==> config.mk <==
export PLATFORM = sky130hd
export DESIGN_NAME = lfu_cache_table_top
export DESIGN_NICKNAME = d
export VERILOG_FILES = /design/src/rtl/lfu_pkg.sv /design/src/rtl/lfu_ram.sv /design/src/rtl/lfu_ctrl.sv /design/src/rtl/lfu_dp.sv /design/src/rtl/lfu_cache_table_top.sv
export SDC_FILE = /design/constraint.sdc
export NUM_CORES = 2
export LEC_CHECK = 0
export BUFFER_PORTS_ARGS = -buffer_cell sky130_fd_sc_hd__buf_2
export CORE_ASPECT_RATIO = 1.5
export CORE_UTILIZATION = 45
export CTS_BUF_LIST = sky130_fd_sc_hd__clkbuf_16
export DETAILED_ROUTE_END_ITERATION = 6
export SLEW_MARGIN = 20
export SYNTH_ARGS = -nofsm -noshare
export SYNTH_HDL_FRONTEND = slang
export SYNTH_SLANG_ARGS = --single-unit
==> constraint.sdc <==
create_clock -name clk -period 11.1 [get_ports clk]
set_input_delay 2.22 -clock clk [delete_from_list [all_inputs] [get_ports clk]]
set_output_delay 2.22 -clock clk [all_outputs]
set_load 0.1 [all_outputs]
==> src/rtl/lfu_pkg.sv <==
`timescale 1ns / 1ps
// ----------------------------------------------------------------------------
// lfu_pkg
// Shared widths, constants and control structs of the LFU cache table.
// ----------------------------------------------------------------------------
package lfu_pkg;

  localparam int DATA_W         = 32;
  localparam int TOUCH_W        = 32;
  localparam int CAP_W          = 5;
  localparam int ENTRIES_DEF    = 16;
  localparam int COUNT_BITS_DEF = 16;

  localparam logic [CAP_W-1:0]  CAP_RESET  = 5'd16;
  localparam logic [DATA_W-1:0] MISS_VALUE = 32'hFFFF_FFFF;
  localparam logic [DATA_W-1:0] PUT_RESULT = 32'h0000_0000;

  // opcodes
  localparam logic OP_GET = 1'b0;
  localparam logic OP_PUT = 1'b1;

  // controller to datapath
  typedef struct packed {
    logic load;    // latch a new item, clear scan trackers
    logic scan;    // examine one entry
    logic commit;  // update the table and load the result register
  } lfu_cmd_t;

  // datapath to controller
  typedef struct packed {
    logic scan_last;  // current scan entry is the last one
    logic out_free;   // result register can take a new result
  } lfu_sts_t;

endpackage

==> src/rtl/lfu_ram.sv <==
`timescale 1ns / 1ps
// ----------------------------------------------------------------------------
// lfu_ram
// Generic single-write, single-read RAM with registered read data.
// ----------------------------------------------------------------------------
module lfu_ram #(
  parameter int WIDTH = 8,
  parameter int DEPTH = 16,
  localparam int ADDR_W = (DEPTH > 1) ? $clog2(DEPTH) : 1
) (
  input  logic              clk,
  input  logic              we,
  input  logic [ADDR_W-1:0] waddr,
  input  logic [WIDTH-1:0]  wdata,
  input  logic [ADDR_W-1:0] raddr,
  output logic [WIDTH-1:0]  rdata
);

  logic [WIDTH-1:0] mem [DEPTH];

  always_ff @(posedge clk) begin
    if (we) begin
      mem[waddr] <= wdata;
    end
    rdata <= mem[raddr];
  end

endmodule

==> src/rtl/lfu_ctrl.sv <==
`timescale 1ns / 1ps
// ----------------------------------------------------------------------------
// lfu_ctrl
// Sequencer: accept an item, scan every entry, then commit the result.
// ----------------------------------------------------------------------------
module lfu_ctrl (
  input  logic              clk,
  input  logic              rst,
  input  logic              in_valid,
  output logic              in_stall,
  output lfu_pkg::lfu_cmd_t cmd,
  input  lfu_pkg::lfu_sts_t sts
);
  import lfu_pkg::*;

  typedef enum logic [1:0] {
    ST_IDLE,
    ST_SCAN,
    ST_FINISH
  } state_t;

  state_t state;

  always_comb begin
    cmd        = '0;
    cmd.load   = (state == ST_IDLE) && in_valid;
    cmd.scan   = (state == ST_SCAN);
    cmd.commit = (state == ST_FINISH) && sts.out_free;
  end

  always_ff @(posedge clk) begin
    if (rst) begin
      state    <= ST_IDLE;
      in_stall <= 1'b0;
    end else begin
      case (state)
        ST_IDLE: begin
          if (in_valid) begin
            state    <= ST_SCAN;
            in_stall <= 1'b1;
          end
        end
        ST_SCAN: begin
          if (sts.scan_last) begin
            state <= ST_FINISH;
          end
        end
        ST_FINISH: begin
          // hold until the result register is free
          if (sts.out_free) begin
            state    <= ST_IDLE;
            in_stall <= 1'b0;
          end
        end
        default: begin
          state    <= ST_IDLE;
          in_stall <= 1'b0;
        end
      endcase
    end
  end

endmodule

==> src/rtl/lfu_dp.sv <==
`timescale 1ns / 1ps
// ----------------------------------------------------------------------------
// lfu_dp
// Entry store, sequential scan trackers, table update and result register.
// ----------------------------------------------------------------------------
module lfu_dp #(
  parameter int ENTRIES    = lfu_pkg::ENTRIES_DEF,
  parameter int COUNT_BITS = lfu_pkg::COUNT_BITS_DEF
) (
  input  logic                        clk,
  input  logic                        rst,
  input  lfu_pkg::lfu_cmd_t           cmd,
  output lfu_pkg::lfu_sts_t           sts,
  input  logic                        opcode,
  input  logic [lfu_pkg::DATA_W-1:0]  key,
  input  logic [lfu_pkg::DATA_W-1:0]  value,
  input  logic                        cfg_we,
  input  logic [lfu_pkg::CAP_W-1:0]   cfg_wdata,
  output logic                        out_valid,
  input  logic                        out_stall,
  output logic                        hit,
  output logic [lfu_pkg::DATA_W-1:0]  read_value
);
  import lfu_pkg::*;

  localparam int IDX_W  = (ENTRIES > 1) ? $clog2(ENTRIES) : 1;
  localparam int OCC_W  = $clog2(ENTRIES + 1);
  localparam int WORD_W = DATA_W + DATA_W + COUNT_BITS + TOUCH_W;

  // item latched at accept
  logic                  op_q;
  logic [DATA_W-1:0]     key_q;
  logic [DATA_W-1:0]     value_q;

  // table state
  logic [ENTRIES-1:0]    valid_bits;
  logic [ENTRIES-1:0]    valid_bits_next;
  logic [TOUCH_W-1:0]    touch_clock;
  logic [OCC_W-1:0]      occupancy;
  logic [CAP_W-1:0]      capacity;

  // scan
  logic [IDX_W-1:0]      scan_idx;
  logic                  hit_found;
  logic [IDX_W-1:0]      hit_slot;
  logic [DATA_W-1:0]     hit_value;
  logic [COUNT_BITS-1:0] hit_count;
  logic                  vic_found;
  logic [IDX_W-1:0]      vic_slot;
  logic [COUNT_BITS-1:0] vic_count;
  logic [TOUCH_W-1:0]    vic_age;
  logic                  free_found;
  logic [IDX_W-1:0]      free_slot;

  // entry store
  logic                  ram_we;
  logic [IDX_W-1:0]      ram_waddr;
  logic [WORD_W-1:0]     ram_wdata;
  logic [IDX_W-1:0]      ram_raddr;
  logic [WORD_W-1:0]     ram_rdata;

  logic [DATA_W-1:0]     e_key;
  logic [DATA_W-1:0]     e_value;
  logic [COUNT_BITS-1:0] e_count;
  logic [TOUCH_W-1:0]    e_touch;
  logic                  e_valid;
  logic [TOUCH_W-1:0]    e_age;
  logic                  e_match;
  logic                  e_better;

  // commit
  logic [31:0]           cap_eff;
  logic                  occ_full;
  logic                  evict;
  logic                  ins_en;
  logic [IDX_W-1:0]      ins_slot;
  logic [COUNT_BITS-1:0] cnt_sat;
  logic [DATA_W-1:0]     res_value;

  lfu_ram #(
    .WIDTH (WORD_W),
    .DEPTH (ENTRIES)
  ) u_ram (
    .clk   (clk),
    .we    (ram_we),
    .waddr (ram_waddr),
    .wdata (ram_wdata),
    .raddr (ram_raddr),
    .rdata (ram_rdata)
  );

  // entry 0 is read while idle so its word is ready on the first scan cycle
  assign ram_raddr = cmd.scan ? scan_idx + IDX_W'(1) : '0;

  assign {e_key, e_value, e_count, e_touch} = ram_rdata;
  assign e_valid  = valid_bits[scan_idx];
  assign e_age    = touch_clock - e_touch;
  assign e_match  = e_valid && (e_key == key_q);
  assign e_better = e_valid && (!vic_found || (e_count < vic_count) ||
                    ((e_count == vic_count) && (e_age > vic_age)));

  assign sts.scan_last = (scan_idx == IDX_W'(ENTRIES - 1));
  assign sts.out_free  = !out_valid || !out_stall;

  assign cap_eff  = (32'(capacity) > 32'(ENTRIES)) ? 32'(ENTRIES) : 32'(capacity);
  assign occ_full = 32'(occupancy) >= cap_eff;
  assign cnt_sat  = (hit_count == '1) ? hit_count : hit_count + COUNT_BITS'(1);

  always_comb begin
    ram_we    = 1'b0;
    ram_waddr = hit_slot;
    ram_wdata = {key_q, (op_q == OP_PUT) ? value_q : hit_value, cnt_sat, touch_clock};
    evict     = 1'b0;
    ins_en    = 1'b0;
    ins_slot  = free_slot;
    if (cmd.commit) begin
      if (hit_found) begin
        ram_we = 1'b1;
      end else if ((op_q == OP_PUT) && (cap_eff != 32'd0)) begin
        evict = occ_full && vic_found;
        if (evict && !(free_found && (free_slot < vic_slot))) begin
          ins_slot = vic_slot;
        end
        ins_en = evict || free_found;
        if (ins_en) begin
          ram_we    = 1'b1;
          ram_waddr = ins_slot;
          ram_wdata = {key_q, value_q, COUNT_BITS'(1), touch_clock};
        end
      end
    end
  end

  // drop the victim first, then mark the inserted slot
  always_comb begin
    valid_bits_next = valid_bits;
    if (evict) begin
      valid_bits_next[vic_slot] = 1'b0;
    end
    if (ins_en) begin
      valid_bits_next[ins_slot] = 1'b1;
    end
  end

  always_comb begin
    if (op_q == OP_PUT) begin
      res_value = PUT_RESULT;
    end else if (hit_found) begin
      res_value = hit_value;
    end else begin
      res_value = MISS_VALUE;
    end
  end

  // control state
  always_ff @(posedge clk) begin
    if (rst) begin
      valid_bits  <= '0;
      touch_clock <= '0;
      occupancy   <= '0;
      capacity    <= CAP_RESET;
      out_valid   <= 1'b0;
    end else begin
      if (cfg_we) begin
        capacity <= cfg_wdata;
      end
      if (ram_we) begin
        touch_clock <= touch_clock + TOUCH_W'(1);
      end
      valid_bits <= valid_bits_next;
      if (ins_en && !evict) begin
        occupancy <= occupancy + OCC_W'(1);
      end
      if (cmd.commit) begin
        out_valid <= 1'b1;
      end else if (!out_stall) begin
        out_valid <= 1'b0;
      end
    end
  end

  // item, scan trackers and result payload
  always_ff @(posedge clk) begin
    if (cmd.load) begin
      op_q       <= opcode;
      key_q      <= key;
      value_q    <= value;
      scan_idx   <= '0;
      hit_found  <= 1'b0;
      vic_found  <= 1'b0;
      free_found <= 1'b0;
    end
    if (cmd.scan) begin
      scan_idx <= scan_idx + IDX_W'(1);
      if (e_match && !hit_found) begin
        hit_found <= 1'b1;
        hit_slot  <= scan_idx;
        hit_value <= e_value;
        hit_count <= e_count;
      end
      if (e_better) begin
        vic_found <= 1'b1;
        vic_slot  <= scan_idx;
        vic_count <= e_count;
        vic_age   <= e_age;
      end
      if (!e_valid && !free_found) begin
        free_found <= 1'b1;
        free_slot  <= scan_idx;
      end
    end
    if (cmd.commit) begin
      hit        <= hit_found;
      read_value <= res_value;
    end
  end

endmodule

==> src/rtl/lfu_cache_table_top.sv <==
`timescale 1ns / 1ps
// ----------------------------------------------------------------------------
// lfu_cache_table_top
// Least-frequently-used key/value cache with least-recently-touched tie break.
// ----------------------------------------------------------------------------
// Input channel (in_valid/in_stall) carries opcode, key and value: a get
// looks a key up, a put inserts or updates it. The output channel
// (out_valid/out_stall) returns one item per input item: hit and read_value
// (stored value on a get hit, all ones on a get miss, zero on any put).
// cfg_we/cfg_wdata write the capacity register; write it only while idle.
// For each item, one entry of the single-read-port entry RAM is examined
// per cycle for the key match, the eviction victim and the first free slot,
// then the finish state commits the table update and loads the result
// register, then the idle state accepts the next item.
// The result register sits apart from the input, so the next item is taken
// and scanned while a result still waits; only the commit waits for it.
// Reset is synchronous: all entries invalid, touch clock and occupancy zero,
// capacity 16. The entry RAM itself is not cleared; valid bits cover it.
// ----------------------------------------------------------------------------
module lfu_cache_table_top #(
  parameter int ENTRIES    = lfu_pkg::ENTRIES_DEF,
  parameter int COUNT_BITS = lfu_pkg::COUNT_BITS_DEF
) (
  input  logic                              clk,
  input  logic                              rst,
  input  logic                              in_valid,
  output logic                              in_stall,
  input  logic                              opcode,
  input  logic signed [lfu_pkg::DATA_W-1:0] key,
  input  logic signed [lfu_pkg::DATA_W-1:0] value,
  output logic                              out_valid,
  input  logic                              out_stall,
  output logic                              hit,
  output logic signed [lfu_pkg::DATA_W-1:0] read_value,
  input  logic                              cfg_we,
  input  logic        [lfu_pkg::CAP_W-1:0]  cfg_wdata
);
  import lfu_pkg::*;

  lfu_cmd_t          cmd;
  lfu_sts_t          sts;
  logic [DATA_W-1:0] key_u;
  logic [DATA_W-1:0] value_u;
  logic [DATA_W-1:0] read_value_u;

  assign key_u      = key;
  assign value_u    = value;
  assign read_value = read_value_u;

  // sequencer: accept, scan, commit
  lfu_ctrl u_ctrl (
    .clk      (clk),
    .rst      (rst),
    .in_valid (in_valid),
    .in_stall (in_stall),
    .cmd      (cmd),
    .sts      (sts)
  );

  // entry store, scan trackers and result register
  lfu_dp #(
    .ENTRIES    (ENTRIES),
    .COUNT_BITS (COUNT_BITS)
  ) u_dp (
    .clk        (clk),
    .rst        (rst),
    .cmd        (cmd),
    .sts        (sts),
    .opcode     (opcode),
    .key        (key_u),
    .value      (value_u),
    .cfg_we     (cfg_we),
    .cfg_wdata  (cfg_wdata),
    .out_valid  (out_valid),
    .out_stall  (out_stall),
    .hit        (hit),
    .read_value (read_value_u)
  );

endmodule

* Yosys cells after proc, flatten, opt, wreduce, memory -nomap -nowiden
Memory sizes are Yosys's and may differ from the RTL's. A register that Yosys moved wholly into a read port is not among the register bits. Cells that the tools add are included.
Word-level totals: memories kept 1, flip-flop bits (word level) 275, bits in writable memories 1792, word-level logic and storage cells 144, bits of input ports 75
Memories:
- u_dp.u_ram.mem | depth 16, bits a word 112, rd ports 1, clocked after memory_dff 1, wr ports 1, RTL line lfu_ram.sv:19 | logic [WIDTH-1:0] mem [DEPTH];
Operators by class: equal/unequal tests 10, add/subtract/negate cells 5, reductions and logical operators 34, mux-type cells 57, order comparisons 10, bitwise logic cells 4
Operators with widths (number):
- two-way mux 80 bit | 4
- two-way mux 32 bit | 2
- two-way mux 16 bit | 3
- two-way mux 4 bit | 11
- adder 32 x 1 -> 32 bit (second input constant) | 1
- equality test 32 bit | 1
- >= comparator 5 x 32 -> 1 bit | 1
- greater-than comparator 32 bit | 1
- nonzero test 32 bit | 1
- subtractor 32 bit | 1
- two-way mux 1 bit | 28
- adder 16 x 1 -> 16 bit (second input constant) | 1
- AND 16 bit | 1
- equality test 16 bit | 1
- equality test 16 bit (second input constant) | 1
- less-than comparator 16 bit | 1
- inverter 16 bit | 1
- bitwise OR 16 bit | 1
- less-than comparator 4 x 5 -> 1 bit (second input constant) | 3
- logical AND 1 bit | 14
- demux 1 bit (select 4 bit) | 2
- >= comparator 4 x 1 -> 1 bit (second input constant) | 2
- zero test 1 bit | 8
- two-way mux 2 bit | 3
- 19 further kinds | 27

* Depth between registers and ports, before layout
depth after elaboration 15, depth in mapped cells 20, depth with buffers taken out 20

* Modules after synthesis
From an unflattened synthesis, not the netlist that was laid out.
Second synthesis, totals: cells, all modules 4150, area, all modules 83111.0 µm²
By module, submodules not included:
- lfu_ram | instances 1, cells each 2864, area an instance 69168.8 µm²
- lfu_dp | instances 1, cells each 1269, area an instance 13798.2 µm²
- lfu_ctrl | instances 1, cells each 17, area an instance 143.9 µm²

* Least setup slack after synthesis
OpenSTA, ideal clock, no wires.
path type input-to-reg, from in out_stall, to mem u_dp.u_ram.mem[4][0] (netlist bit), enable pin, setup slack 1.607 ns, stages on the path 8, required time 10.515 ns, data arrival time 8.908 ns, buffers on the path 1, path through a21oi_4 -> nor3b_4 -> inv_2 -> a21oi_1 -> buf_2 -> a31oi_1 -> or2_2 -> nor2_1
On the way: longest elaborated chain between the ends 6
Ends and longest elaborated chain:
- start, declared | RTL line lfu_cache_table_top.sv:32 | input logic out_stall,
- zero test 1 bit (*) | RTL line lfu_dp.sv:103 | assign sts.out_free = !out_valid || !out_stall;
- logical OR 1 bit (*) | RTL line lfu_dp.sv:103
- logical AND 1 bit (*) | RTL line lfu_ctrl.sv:28 | cmd.commit = (state == ST_FINISH) && sts.out_free;
- two-way mux 1 bit | RTL line lfu_dp.sv:116 | if (cmd.commit) begin
- two-way mux 1 bit | RTL line lfu_ram.sv:22 | if (we) begin
- two-way mux 1 bit (not written as such) | RTL line lfu_ram.sv:23 | mem[waddr] <= wdata;
- end, declared | RTL line lfu_ram.sv:19
Every way passes the cells marked *; elsewhere a longest branch is shown, timed or not.

==> run_results.csv <==
group,metric,value,unit
worst_hold_path,hold_path.class,"reg -> reg",
logic_synthesis,netlist_top_cells_count,"2002 x edfxtp_1, 407 x o21ai_0, 345 x mux2i_1, 338 x a211oi_1, 336 x o221ai_1",
logic_synthesis,synth_top_area_cell,"edfxtp_1",
logic_synthesis,synth.most_common_cell,"edfxtp_1",
placed_design,place_area,88110,µm²
routing,drc,0,
timing,setup_viol,0,
worst_setup_path,cp_data_required_time,11.52,ns
finish,utilization,50.61,%
global_route,grt-ovfl-total,0,
finish,multi_input_area,19320,µm²
clock_network,clk_pin_slew,0.07,ns
routing,drt_wl_total,195500,µm
finish,fin_area,94470,µm²
timing,relSlewSlack,11.83,%
floorplanning,fp-row-count,194,
power_and_ir_drop,switchingPower,3.737,mW
timing,min_period_over_period,59.86,%
finish,drive_gt1_share,9.816,%
power_and_ir_drop,p_int,13.13,mW
worst_setup_path,crit_buf_inv,4,
clock_network,postCtsHoldBufs,0,
floorplanning,die_h,533.7,µm
logic_synthesis,avgSynthCellArea,15.90,µm²
floorplanning,ioPinCount,110,
timing,period_needed,6.645,ns
power_and_ir_drop,peakVddDrop,0.1296,mV
finish,fillers,15150,
worst_setup_path,worstRegToRegCells,21,
worst_setup_path,cp.arrival,7.07,ns
timing,worst_slew_pin_slew,1.312,ns
floorplanning,start_util,45.43,%
clock_network,post_cts_buffers,0,
logic_synthesis,synth_cell_type_count,71,
timing,drv_slew,0,
logic_synthesis,syn-instance-count,5335,
placed_design,dp_slack,3.702,ns
global_route,grt_use_total,20.25,%
floorplanning,core_area,186700,µm²
logic_synthesis,netlist_area,84810,µm²
clock_network,cts_tree,"yes",
worst_hold_path,hold_depth,0,
worst_setup_path,crit_fanout,88,
worst_setup_path,reg2reg_from,"u_dp.touch_clock[0]",
clock_network,clk_latency,0.83,ns
worst_setup_path,cpPeakStageDelay,0.82,ns
worst_setup_path,cpLargestDelayFamily,"simple AND/OR/NAND/NOR gates",
worst_setup_path,critPathCaptureType,"flip-flop",
logic_synthesis,synthFlopType,"edfxtp_1",
timing,timing.fmax,150.5,MHz
placed_design,place_hpwl,95390,µm
worst_setup_path,worstPathCellList,"buf_2, a21oi_4, buf_4, nor3b_4, inv_2, a21oi_2, a31oi_1, or3b_2, nor2_4, buf_12",
clock_network,htree_levels,4,
global_route,grt_start_max_net_pins,207,
worst_setup_path,path_class,"in -> reg",
worst_setup_path,rr_endpoint,"u_dp.vic_age[22]",
routing,drtIter0Drc,3891,
placed_design,gp_congestion,0.7899,
timing,hold_violations,0,
power_and_ir_drop,seqPwrFrac,54.0,%
routing,dr.pass1.iters,5,
power_and_ir_drop,power.density,178.5,nW/µm²
worst_hold_path,min_to,"u_dp.hit_value[20]",
routing,vias_per_cell,5.859,
finish,area_growth,11.39,%
worst_setup_path,reg2reg_slack,4.97,ns
finish,seq_area,63660,µm²
placed_design,io_buffers,109,
power_and_ir_drop,p_leak,30.56,nW
worst_hold_path,min_from,"u_dp.u_ram.rdata[68]",
timing,setup_ws,4.455,ns
floorplanning,die_w,356.5,µm
clock_network,cts-resized-gates,0,
worst_setup_path,crit_slowest_cell,"nor2_4",
clock_network,cts_buffer_depth,4,
global_route,grt_pass1_wl,293900,µm
timing,finalSetupTns,0,ns
routing,wire_per_inst,24.43,µm
clock_network,numCtsBuffers,201,
status,status,"complete, no violations",
worst_setup_path,start_kind,"input pin",
logic_synthesis,yosysTopAreaCellShare,70.89,%
floorplanning,dieArea,190200,µm²
logic_synthesis,ys_seq_elements,2179,
logic_synthesis,netlist_top_cells_area,"edfxtp_1 71%, dfxtp_1 4.2%, mux2i_1 4.1%, o221ai_1 3.5%, a211oi_1 3.0%",
logic_synthesis,synth_edf_count,2002,
logic_synthesis,syn_nets,5502,
power_and_ir_drop,combinationalPowerShare,6.5,%
power_and_ir_drop,power.share.switching,22.16,%
logic_synthesis,async_flop_share,0,%
timing,rsz0062_at_grt,"false",
global_route,antenna_found_initial,1,
clock_network,clock_sinks,2179,
logic_synthesis,yosysSeqAreaShare,75.07,%
timing,fin_skew,0.04388,ns
logic_synthesis,ys_warn_count,0,
routing,vias,46890,
clock_network,root_buffer,"clkbuf_16",
run,maxCapViolations,0,
power_and_ir_drop,p_clk_share,39.5,%
finish,nets,5556,
global_route,grt_pass1_vias,46780,
routing,antenna_left,0,
## logic make-up after synthesis
kind of cell | count (synthesis) | synth area share, %
compound gates | 1613 | 12.88
flops | 2179 | 75.07
fa+ha+maj | 92 | 1.366
mux | 352 | 4.231
simple gates | 495 | 3.051
buf+inv | 504 | 2.375
xor+xnor | 100 | 1.033
## flip-flops by register name, summed over array words and instances (netlist names), 32 cells and up
register,flops
u_dp.read_value,32
u_dp.value_q,32
u_dp.touch_clock,32
u_dp.hit_value,32
u_dp.vic_age,32
u_dp.u_ram.mem,1792
u_dp.key_q,32
u_dp.u_ram.rdata,112
## worst max path at each step
stage	from	to	slack [ns]	cells after the start
3_3_place_gp	out_stall	u_dp.u_ram.mem[0][96]	3.86	10
2_1_floorplan	out_stall	u_dp.u_ram.mem[4][0]	1.61	8
6_report	out_stall	u_dp.u_ram.mem[2][96]	4.46	10
5_1_grt	out_stall	u_dp.u_ram.mem[2][96]	4.22	10
4_1_cts	out_stall	u_dp.u_ram.mem[0][96]	4.56	10
3_5_place_dp	out_stall	u_dp.u_ram.mem[0][95]	3.70	10
## power by group through the flow
stage / Sequential (mW) / Combinational [mW] / Clock, mW
4_1_cts: 9.11 / 1.10 / 6.79
3_5_place_dp: 9.29 / 1.09 / 0
3_3_place_gp: 9.29 / 1.08 / 0
5_1_grt: 9.12 / 1.20 / 7.07
2_1_floorplan: 9.26 / 0.770 / 0
6_report: 9.11 / 1.09 / 6.66
## metrics by stage
step / instances / total power, mW / hold slack (ns)
floorplan: 5335 / 10.03 / 0.3855
global placement: 7633 / 10.37 / 0.3865
detailed placement: 7634 / 10.38 / 0.3887
CTS: 8000 / 17.00 / 0.4021
global route: 8003 / 17.40 / 0.4068
finish: 8003 / 16.86 / 0.3985
## cell usage in the layout (no fill, tap or decap), types with 22 or more instances in the layout
master	instances
a21oi_1	196
a211oi_1	338
nor2b_1	122
clkinv_2	29
dfxtp_1	176
nor2_1	94
o21ai_0	401
xnor2_1	54
nand2_1	99
o211ai_1	127
nor3_1	25
buf_4	89
o22ai_1	112
xor2_1	46
clkbuf_16	202
mux2i_1	345
buf_2	109
inv_1	189
a21o_1	28
ha_1	91
clkinv_1	43
nand3_1	22
nand4_1	36
edfxtp_1	2002
o221ai_1	336
## final cells by class
class	instances	area share, %
well taps	2450	3.245
multi-input cells	2652	20.45
clock buffers	202	5.351
repair buffers	219	1.720
diodes	1	0.002649
inverters	136	0.5430
clock inverters	164	1.301
flip-flops and latches	2179	67.39
## per-layer routing
layer	share of wire, %	track usage, %
met5	0	0
met4	2.4	5.506
met3	4.4	2.137
met2	50	34.46
met1	43	27.58
No activity file was read; power rests on OpenSTA's default activity.
